File: config.mk
export PLATFORM = sky130hd
export DESIGN_NAME = ppp_cell
export DESIGN_NICKNAME = d
export VERILOG_FILES = /design/src/rtl/core/ppp_pkg.sv /design/src/rtl/core/ppp_cell.sv
export SDC_FILE = /design/constraint.sdc
export NUM_CORES = 1
export LEC_CHECK = 0
export BUFFER_PORTS_ARGS = -buffer_cell sky130_fd_sc_hd__buf_2
export CAP_MARGIN = 10
export CORE_AREA = 2 2 200 202
export CTS_CLUSTER_SIZE = 10
export DETAILED_ROUTE_END_ITERATION = 6
export DIE_AREA = 0 0 202 204
export GPL_ROUTABILITY_DRIVEN = 0
export PLACE_DENSITY = 0.55
export SLEW_MARGIN = 30
export SYNTH_ARGS = -nofsm -noshare
export SYNTH_HDL_FRONTEND = slang
export SYNTH_SLANG_ARGS = --single-unit
export TNS_END_PERCENT = 50
File: constraint.sdc
create_clock -name clock -period 5 [get_ports clock]
set_input_delay 0.5 -clock clock [delete_from_list [all_inputs] [get_ports clock]]
set_output_delay 0.5 -clock clock [all_outputs]
set_load 0.005 [all_outputs]
File: src/rtl/core/ppp_pkg.sv
package ppp_pkg;

   localparam int FRAC_BITS = 16;
   localparam int WORD_W    = 32;
   localparam int REG_W     = 31;
   localparam int PROD_W    = WORD_W + REG_W;
   localparam int MAG_W     = PROD_W - 1;
   localparam int DIV_CELLS = MAG_W;
   localparam int LATENCY   = DIV_CELLS + 3;

   localparam logic [REG_W-1:0] FOCAL_RESET    = REG_W'(64'd525 << FRAC_BITS);
   localparam logic [REG_W-1:0] CENTER_X_RESET = REG_W'((64'd639 << FRAC_BITS) >> 1);
   localparam logic [REG_W-1:0] CENTER_Y_RESET = REG_W'((64'd479 << FRAC_BITS) >> 1);

   typedef enum logic [1:0] {
      STATUS_OK   = 2'd0,
      STATUS_ZERO = 2'd1,
      STATUS_SAT  = 2'd2
   } status_type;

   typedef enum logic [1:0] {
      CSR_FOCAL_X  = 2'd0,
      CSR_FOCAL_Y  = 2'd1,
      CSR_CENTER_X = 2'd2,
      CSR_CENTER_Y = 2'd3
   } csr_index_type;

   typedef struct packed {
      logic signed [WORD_W-1:0] point_x;
      logic signed [WORD_W-1:0] point_y;
      logic signed [WORD_W-1:0] point_z;
   } req_type;

   typedef struct packed {
      logic signed [WORD_W-1:0] pixel_u;
      logic signed [WORD_W-1:0] pixel_v;
      logic signed [WORD_W-1:0] depth_out;
      status_type               status;
   } rsp_type;

   typedef struct packed {
      logic [REG_W-1:0] focal_x;
      logic [REG_W-1:0] focal_y;
      logic [REG_W-1:0] center_x;
      logic [REG_W-1:0] center_y;
   } cfg_type;

   // one divider stage: acc holds remaining dividend bits with quotient bits shifted in
   typedef struct packed {
      logic                     valid;
      logic                     zero;
      logic                     neg_u;
      logic                     neg_v;
      logic [MAG_W-1:0]         acc_u;
      logic [MAG_W-1:0]         acc_v;
      logic [WORD_W-1:0]        rem_u;
      logic [WORD_W-1:0]        rem_v;
      logic [WORD_W-1:0]        divisor;
      logic signed [WORD_W-1:0] depth;
   } cell_type;

endpackage

File: src/rtl/core/ppp_cell.sv
module ppp_cell (
   input  logic              clock,
   input  logic              reset,
   input  ppp_pkg::cell_type cell_prev,
   output ppp_pkg::cell_type cell_next
);
   import ppp_pkg::*;

   cell_type          cell_ff, cell_in;
   logic [WORD_W:0]   part_u, part_v;
   logic              ge_u, ge_v;

   // one restoring division step for both axes
   always_comb begin
      part_u  = {cell_prev.rem_u, cell_prev.acc_u[MAG_W-1]};
      part_v  = {cell_prev.rem_v, cell_prev.acc_v[MAG_W-1]};
      ge_u    = part_u >= {1'b0, cell_prev.divisor};
      ge_v    = part_v >= {1'b0, cell_prev.divisor};
      cell_in = cell_prev;
      cell_in.rem_u = ge_u ? WORD_W'(part_u - {1'b0, cell_prev.divisor}) : WORD_W'(part_u);
      cell_in.rem_v = ge_v ? WORD_W'(part_v - {1'b0, cell_prev.divisor}) : WORD_W'(part_v);
      cell_in.acc_u = {cell_prev.acc_u[MAG_W-2:0], ge_u};
      cell_in.acc_v = {cell_prev.acc_v[MAG_W-2:0], ge_v};
   end

   always_ff @(posedge clock) begin
      if (reset) begin
         cell_ff.valid <= 1'b0;
      end else begin
         cell_ff.valid <= cell_in.valid;
      end
      cell_ff.zero    <= cell_in.zero;
      cell_ff.neg_u   <= cell_in.neg_u;
      cell_ff.neg_v   <= cell_in.neg_v;
      cell_ff.acc_u   <= cell_in.acc_u;
      cell_ff.acc_v   <= cell_in.acc_v;
      cell_ff.rem_u   <= cell_in.rem_u;
      cell_ff.rem_v   <= cell_in.rem_v;
      cell_ff.divisor <= cell_in.divisor;
      cell_ff.depth   <= cell_in.depth;
   end

   assign cell_next = cell_ff;

endmodule

==> impl_metrics.yaml <==
clock_network:
  clock_path_buffers: 3
  cts.clk_slew.worst_paths_ns: 0.06
  h-tree-depth: 2
  cts-buffers-inserted: 34
  cts_tree: "done"
  hold_buffers: 0
  cts_resized: 0
  cts-root-buf: "clkbuf_16"
  cts.sinks: 256
  postCtsSetupBuffers: 0
place:
  post-place-ws_ns: 1.42
  dp_hpwl_mm: 36.6
  dpl_cell_area_sq_um: 12800
  dp_cells: 1925
  io_buffer_count: 513
timing:
  rsz0062_at_grt: "false"
  slew_viol_final: 0
  relSlewSlack: 0.487
  fmax_mhz: 328
  setup_ws_ns: 1.95
  tightest_slew_ns: 0.765
  period_share: 0.610
  tns_ns: 0
  hold_viol_final: 0
  finalCriticalPeriod_ns: 3.05
  setup_viol: 0
detailed_routing:
  drt_iter0_markers: 389
  drc: 0
  postRouteAntennaNets: 0
  num_vias: 8819
  via_per_inst: 4.44
  drt_pass1_iterations: 4
  wl_mm: 42.8
  post_drt_wl_per_cell_microns: 21.5
cells_and_area:
  multi_input_area_sq_um: 4170
  finalInstanceArea_sq_um: 13800
  largest_reg_flops: 256
  final_cells: 1986
  drive_above_1_share: 0.419
  areaGrowthSynthToFinish_pct: 43.2
  fin_nets: 1760
  num-fill-cells: 4055
  seqCellArea_sq_um: 5120
floorplanning:
  dieArea_sq_um: 41200
  start_util: 0.246
  die_w_microns: 202
  core_sq_um: 39200
  ios: 514
  rows: 73
  die_h_microns: 204
pwr:
  finalPower_w: 0.00567
  ir_drop_mv: 0.204
  leakagePower_nw: 6.84
  p_per_area_nw_per_um2: 410
worst_setup_path:
  critical_path_arrival_ns: 3.46
  worstPathMaxFanout: 33
  crit_path_start_kind: "input port"
  slowest_delay_ns: 0.63
  slowest_stage: "and2_4"
  required_ns: 5.41
  critPathCaptureType: "flip-flop"
  crit_type: "in2reg"
  worstPathCellList: "buf_2 -> inv_1 -> ha_1 -> nor2b_1 -> o21bai_4 -> a2111o_1 -> nand3_2 -> o211a_4 -> o31ai_4 -> and2_4 -> mux2_2"
logic_synthesis:
  synth-edff-count: 0
  yosysUniqueCellTypes: 67
  yosys_warnings: 0
  seq_area_frac_synth: 0.531
  synth_nets: 1230
  netlist_instances: 906
  synth-seq-cells: 256
  syn_area_per_cell_sq_um: 10.7
  ys.flop_type: "dfxtp_1"
  async_flop_share: 0
  netlist_area_sq_um: 9660
global_routing:
  track_usage: 0.199
  grt_pass1_wl_mm: 58.9
  overflow: 0
  antenna_found_initial: 29
  grt_pass1_vias: 8927
  grt_start_max_net_pins: 43
hold_path:
  hp-class: "in2reg"
flow_run:
  drv_cap: 0
outcome:
  outcome: "complete, no violations"
==> stage by stage <==
| stage | util | hold slack, ns |
|---|---|---|
| detailed placement | 0.325 | 0.604 |
| CTS | 0.352 | 0.0317 |
| global route | 0.353 | 0.0428 |
| finish | 0.353 | 0.0701 |
| floorplan | - | 0.528 |
| global placement | 0.325 | 0.602 |
==> synth_stat cells (8+ instances only) <==
| library cell | count | area [sq um] |
|---|---|---|
| nor3_1 | 11 | 55.1 |
| a21o_1 | 28 | 210 |
| nand3_1 | 23 | 115 |
| a21oi_1 | 60 | 300 |
| xnor2_1 | 26 | 228 |
| nor2_1 | 37 | 139 |
| ha_1 | 64 | 801 |
| xor2_1 | 25 | 219 |
| a31oi_1 | 9 | 56.3 |
| inv_1 | 59 | 221 |
| nand2b_1 | 10 | 62.6 |
| o211ai_1 | 9 | 67.6 |
| a211oi_1 | 12 | 90.1 |
| o21ai_0 | 55 | 275 |
| nand2_1 | 69 | 259 |
| nand4_1 | 10 | 62.6 |
| nor2b_1 | 11 | 68.8 |
| dfxtp_1 | 256 | 5120 |
| buf_2 | 8 | 40.0 |
| mux2_4 | 25 | 375 |
==> cell type report <==
class,count,share of cell area
Antenna cell,11,0.00199
Clock buffer,43,0.0698
Clock inverter,7,0.00624
Inverter,60,0.0163
Multi-Input combinational cell,570,0.301
Sequential cell,256,0.371
Tap cell,525,0.0475
Timing Repair Buffer,514,0.186
==> kinds of logic after synthesis <==
family / Yosys count / synth area share
AOI/OAI and AO/OA: 225 / 0.155
xor gates and xnor gates: 51 / 0.0463
adders and majority gates: 66 / 0.0871
buffers and inverters: 80 / 0.0376
DFF: 256 / 0.531
muxes: 29 / 0.0434
and+or+nand+nor: 199 / 0.100
==> metal layers <==
layer / GRT usage / vias up / routed length, microns
met5: 0 / - / 13
met4: 0.0853 / 2 / 1350
met3: 0.0590 / 91 / 3280
met2: 0.366 / 348 / 22100
met1: 0.210 / 4131 / 16100
li1: - / 4247 / -
==> worst max-delay path: cells and delay by family <==
family	cells	cell delay, ns
buffers and inverters	2	0.34
and+or+nand+nor	3	0.97
AOI/OAI and AO/OA	4	0.91
adders and majority gates	1	0.32
muxes	1	0.41
==> cells in the final DEF, fill, tap and decap left out, types with 9 or more instances in the layout <==
master	instances
nor2b_1	11
nand3_1	23
a21o_1	28
ha_1	64
buf_2	513
nand4_1	10
o21ai_0	55
inv_1	59
dfxtp_1	256
mux2_4	25
o211ai_1	9
xor2_1	25
xnor2_1	26
nand2_1	69
clkbuf_16	35
a211oi_1	12
diode_2	11
nor2_1	37
a31oi_1	9
nor3_1	11
a21oi_1	60
nand2b_1	10
==> path summary, 6_finish.rpt <==
kind                      startpoint              to  slack, ns  cells past startpoint
worst min-delay path  cell_prev[137]  cell_next[138]       0.07                      1
worst max-delay path   cell_prev[33]  cell_next[100]       1.95                     11
==> power breakdown <==
| group | switching, W | internal, W | leakage, nW | total [W] |
|---|---|---|---|---|
| sequential | 0.0000604 | 0.00224 | 2.16 | 0.00230 |
| combinational | 0.000567 | 0.000485 | 4.16 | 0.00105 |
| clock | 0.000910 | 0.00141 | 0.521 | 0.00232 |
(Power assumes the default switching activity.)
