[src/rtl/core/ppp_pkg.sv]
package ppp_pkg;

   localparam int FRAC_BITS = 16;
   localparam int WORD_W    = 32;
   localparam int REG_W     = 31;
   localparam int PROD_W    = WORD_W + REG_W;
   localparam int MAG_W     = PROD_W - 1;
   localparam int DIV_CELLS = MAG_W;
   localparam int LATENCY   = DIV_CELLS + 3;

   localparam logic [REG_W-1:0] FOCAL_RESET    = REG_W'(64'd525 << FRAC_BITS);
   localparam logic [REG_W-1:0] CENTER_X_RESET = REG_W'((64'd639 << FRAC_BITS) >> 1);
   localparam logic [REG_W-1:0] CENTER_Y_RESET = REG_W'((64'd479 << FRAC_BITS) >> 1);

   typedef enum logic [1:0] {
      STATUS_OK   = 2'd0,
      STATUS_ZERO = 2'd1,
      STATUS_SAT  = 2'd2
   } status_type;

   typedef enum logic [1:0] {
      CSR_FOCAL_X  = 2'd0,
      CSR_FOCAL_Y  = 2'd1,
      CSR_CENTER_X = 2'd2,
      CSR_CENTER_Y = 2'd3
   } csr_index_type;

   typedef struct packed {
      logic signed [WORD_W-1:0] point_x;
      logic signed [WORD_W-1:0] point_y;
      logic signed [WORD_W-1:0] point_z;
   } req_type;

   typedef struct packed {
      logic signed [WORD_W-1:0] pixel_u;
      logic signed [WORD_W-1:0] pixel_v;
      logic signed [WORD_W-1:0] depth_out;
      status_type               status;
   } rsp_type;

   typedef struct packed {
      logic [REG_W-1:0] focal_x;
      logic [REG_W-1:0] focal_y;
      logic [REG_W-1:0] center_x;
      logic [REG_W-1:0] center_y;
   } cfg_type;

   // one divider stage: acc holds remaining dividend bits with quotient bits shifted in
   typedef struct packed {
      logic                     valid;
      logic                     zero;
      logic                     neg_u;
      logic                     neg_v;
      logic [MAG_W-1:0]         acc_u;
      logic [MAG_W-1:0]         acc_v;
      logic [WORD_W-1:0]        rem_u;
      logic [WORD_W-1:0]        rem_v;
      logic [WORD_W-1:0]        divisor;
      logic signed [WORD_W-1:0] depth;
   } cell_type;

endpackage

[src/rtl/core/ppp_out.sv]
module ppp_out (
   input  logic              clock,
   input  logic              reset,
   input  ppp_pkg::cell_type cell_last,
   input  ppp_pkg::cfg_type  cfg,
   output logic              strobe,
   output ppp_pkg::rsp_type  rsp
);
   import ppp_pkg::*;

   logic                     strobe_ff;
   rsp_type                  rsp_ff, rsp_in;
   logic signed [MAG_W:0]    quo_u, quo_v;
   logic signed [PROD_W:0]   sum_u, sum_v;
   logic                     sat_u, sat_v;
   logic signed [WORD_W-1:0] clip_u, clip_v;

   always_comb begin
      quo_u = cell_last.neg_u ? -$signed({1'b0, cell_last.acc_u}) : $signed({1'b0, cell_last.acc_u});
      quo_v = cell_last.neg_v ? -$signed({1'b0, cell_last.acc_v}) : $signed({1'b0, cell_last.acc_v});
      sum_u = $signed({quo_u[MAG_W], quo_u}) + $signed({{(PROD_W+1-REG_W){1'b0}}, cfg.center_x});
      sum_v = $signed({quo_v[MAG_W], quo_v}) + $signed({{(PROD_W+1-REG_W){1'b0}}, cfg.center_y});
      // out of range when the bits above the sign differ from it
      sat_u = (sum_u[PROD_W:WORD_W-1] != '0) && (sum_u[PROD_W:WORD_W-1] != '1);
      sat_v = (sum_v[PROD_W:WORD_W-1] != '0) && (sum_v[PROD_W:WORD_W-1] != '1);
      clip_u = sat_u ? (sum_u[PROD_W] ? {1'b1, {(WORD_W-1){1'b0}}} : {1'b0, {(WORD_W-1){1'b1}}})
                     : sum_u[WORD_W-1:0];
      clip_v = sat_v ? (sum_v[PROD_W] ? {1'b1, {(WORD_W-1){1'b0}}} : {1'b0, {(WORD_W-1){1'b1}}})
                     : sum_v[WORD_W-1:0];
      if (cell_last.zero) begin
         rsp_in.pixel_u   = '0;
         rsp_in.pixel_v   = '0;
         rsp_in.depth_out = '0;
         rsp_in.status    = STATUS_ZERO;
      end else begin
         rsp_in.pixel_u   = clip_u;
         rsp_in.pixel_v   = clip_v;
         rsp_in.depth_out = cell_last.depth;
         rsp_in.status    = (sat_u || sat_v) ? STATUS_SAT : STATUS_OK;
      end
   end

   always_ff @(posedge clock) begin
      if (reset) begin
         strobe_ff <= 1'b0;
      end else begin
         strobe_ff <= cell_last.valid;
      end
      rsp_ff <= rsp_in;
   end

   assign strobe = strobe_ff;
   assign rsp    = rsp_ff;

endmodule

[config.mk]
export PLATFORM = sky130hd
export DESIGN_NAME = ppp_out
export DESIGN_NICKNAME = d
export VERILOG_FILES = /design/src/rtl/core/ppp_pkg.sv /design/src/rtl/core/ppp_out.sv
export SDC_FILE = /design/constraint.sdc
export NUM_CORES = 1
export LEC_CHECK = 0
export BUFFER_PORTS_ARGS = -buffer_cell sky130_fd_sc_hd__buf_2
export CORE_AREA = 2 2 187 189
export CTS_BUF_LIST = sky130_fd_sc_hd__clkbuf_4 sky130_fd_sc_hd__clkbuf_8 sky130_fd_sc_hd__clkbuf_16
export CTS_CLUSTER_SIZE = 24
export DETAILED_ROUTE_END_ITERATION = 8
export DIE_AREA = 0 0 189 191
export HOLD_SLACK_MARGIN = 0.05
export PLACE_DENSITY = 0.65
export SLEW_MARGIN = 25
export SYNTH_ARGS = -nofsm -noshare
export SYNTH_HDL_FRONTEND = slang
export SYNTH_SLANG_ARGS = --single-unit
[constraint.sdc]
create_clock -name clock -period 9 [get_ports clock]
set_input_delay 0 -clock clock [delete_from_list [all_inputs] [get_ports clock]]
set_output_delay 0 -clock clock [all_outputs]
set_load 0.02 [all_outputs]
==> flow_summary.json <==
{
  "ys_seq_area_share_pct": 17.5,
  "finalSetupTns_ns": 0,
  "gp_congestion": 0.987,
  "postSynthCellCount": 1486,
  "setup_viol_count_final": 0,
  "grt-ovfl-total": 0,
  "max_cap_violations": 0,
  "clk_path_buf_depth": 2,
  "crit_slowest_cell": "or4_1",
  "synth.most_common_cell": "xnor2_1",
  "cp-end-kind": "flip-flop",
  "routed_wl_um": 43900,
  "final_cell_area_sq_um": 14000,
  "place_area_sq_um": 13300,
  "start_kind": "input port",
  "relSlewSlack_pct": 34.1,
  "first_global_vias": 12039,
  "finalNonFillerCells": 2268,
  "postRouteAntennaNets": 0,
  "start_util_pct": 33.2,
  "ir_drop_mv": 0.0862,
  "rsz0062_at_grt": "false",
  "hold_depth": 4,
  "final_core_util_pct": 41.1,
  "holdCritPathClass": "input port to flip-flop",
  "powerDensity_nw_per_um2": 121,
  "grt_max_degree": 71,
  "port_buffers": 322,
  "cts_root_buf": "clkbuf_16",
  "syn_nets": 1936,
  "crit_fanout": 31,
  "cts_tree": "built",
  "drive_gt1_share_pct": 21.4,
  "cp_common_cell": "nand4_1",
  "synth.avg_cell_area_sq_um": 7.62,
  "ys_top_cells_by_area": "dfxtp_1 17%, xnor2_1 9.5%, ha_1 7.3%",
  "max_clock_freq_ghz": 0.148,
  "htree_levels": 3,
  "post-route-drc-count": 0,
  "yosysTopAreaCellShare_pct": 17.5,
  "total_power_mw": 1.70,
  "netlist_top_cells_count": "123 x xnor2_1, 102 x nand2_1, 99 x dfxtp_1, 87 x nor2_1, 81 x xor2_1",
  "antenna_found_initial": 4,
  "drt_iter0_drc": 925,
  "num-nets-final": 2254,
  "pin_count": 481,
  "fin_crit_sh_pct": 74.9,
  "die_w_um": 189,
  "arrival_ns": 6.94,
  "vias": 13071,
  "syn_to_final_growth_pct": 23.7,
  "wl_per_cell_um": 19.3,
  "hold_viol": 0,
  "async_flop_share_pct": 0,
  "clock-sinks": 99,
  "worstSetupPathType": "input port to flip-flop",
  "path_clk_slew_ns": 0.09,
  "dp_cells": 2212,
  "hp-start": "cell_last[190]",
  "dieArea_sq_um": 36100,
  "synth.distinct_cells": 86,
  "yosysTopAreaCell": "dfxtp_1",
  "ys_seq_elements": 99,
  "track_usage_pct": 23.1,
  "yosys_warnings": 0,
  "post_cts_buffers": 0,
  "critical_path.cell_chain": "buf_2 -> nor4_2 -> nand4_1 -> or4_1 -> nand2_1 -> xnor2_1 -> ha_1 -> nand3_1 -> nor2_1 -> nand4_1 -> nor4b_1 -> nor2_1 -> a221oi_1 -> o22ai_1 -> a2111oi_0 -> nand4_1 -> or4_1 -> o31a_1 -> buf_4 -> o31ai_1",
  "power.leakage_nw": 5.61,
  "viasPerCell": 5.76,
  "hold_path_end": "rsp[66]",
  "die_y_um": 191,
  "cts_buffers": 9,
  "coreArea_sq_um": 34100,
  "status": "completed",
  "worst_slew_pin_slew_ns": 0.989,
  "synth-edff-count": 0,
  "drv_slew": 0,
  "post-dp-hpwl_um": 35500,
  "grt_pass1_wl_um": 66400,
  "syn-cell-area_sq_um": 11300,
  "cp.required_ns": 9.20,
  "cp-startpoint": "cell_last[140]",
  "synth-main-ff-cell": "dfxtp_1",
  "cpPeakStageDelay_ns": 0.88,
  "fp-row-count": 68,
  "firstDrtPassIters": 5,
  "post-route-min-period_ns": 6.74
}
## cells in the final DEF, fill, tap and decap left out, drive strengths merged, types with 45 or more instances in the layout
master,Yosys,routed
a21oi,75,75
buf,14,332
dfxtp,99,99
ha,66,66
nand2,102,102
nand3,49,49
nor2,88,88
nor2b,45,45
nor3,48,48
nor4,47,47
o21ai,99,99
o31ai,58,58
o41ai,49,49
xnor2,123,123
xor2,82,82
## cell families (layout without fill, tap and decap cells)
| kind of cell | Yosys count | after routing | synth area share [%] |
|---|---|---|---|
| AO/OA/AOI/OAI | 442 | 442 | 26.7 |
| flip-flops | 99 | 99 | 17.5 |
| other | 0 | 4 | 0 |
| XOR/XNOR | 205 | 205 | 15.9 |
| adder cells (fa/ha/maj) | 68 | 68 | 7.64 |
| buffers and inverters | 90 | 413 | 3.17 |
| AND/OR/NAND/NOR | 575 | 575 | 28.4 |
| multiplexers | 7 | 7 | 0.641 |
## what timing repair did
item                       4_1_cts  5_1_grt
setup endpoints to repair        0        0
hold endpoints to repair        35        0
resized for setup                0        0
hold buffers                    36        0
## power breakdown
part           internal [mW]  switching (mW)
combinational          0.322           0.498
sequential             0.472         0.00852
clock                  0.196           0.199
## layer usage
layer	up-vias	GRT usage (%)	routed length, um
met2	549	37.1	19200
met4	0	10.8	2070
met3	81	2.88	2680
li1	6324	-	-
met1	6117	30.7	19900
met5	-	0	0
## cell type report
type                       count  area [sq um]
timing repair buffer         368          2050
clock inverter                 7          65.1
multi-input combinational   1297          9000
inverter                      29           109
fill                        3560         20100
antenna                        4          10.0
tap                          455           569
clock buffer                   9           225
sequential                    99          1980
## critical path, delay by kind of cell
kind                     cells  cell delay (ns)
XOR/XNOR                     1             0.08
buffers and inverters        2             0.37
AND/OR/NAND/NOR             11             4.51
AO/OA/AOI/OAI                5             1.53
adder cells (fa/ha/maj)      1             0.43
## registers in the layout, summed over array words and instances (netlist names)
| signal | cells |
|---|---|
| rsp | 98 |
| strobe | 1 |
## stage by stage
stage	setup WS, ns	hold WS [ns]
4_1_cts	2.28	0.0590
5_1_grt	1.85	0.0929
6_report	2.26	0.0688
3_5_place_dp	1.89	0.162
2_1_floorplan	3.45	0.0277
3_3_place_gp	1.87	0.161
## how the worst max path moves through the flow
| stage | end | slack (ns) | depth (start not counted) |
|---|---|---|---|
| floorplan | rsp[38] | 3.45 | 22 |
| global route | rsp[36] | 1.85 | 20 |
| finish | rsp[36] | 2.26 | 20 |
| CTS | rsp[70] | 2.28 | 20 |
| detailed placement | rsp[70] | 1.89 | 20 |
| global placement | rsp[67] | 1.87 | 20 |
Power figures use the tool's default switching activity.
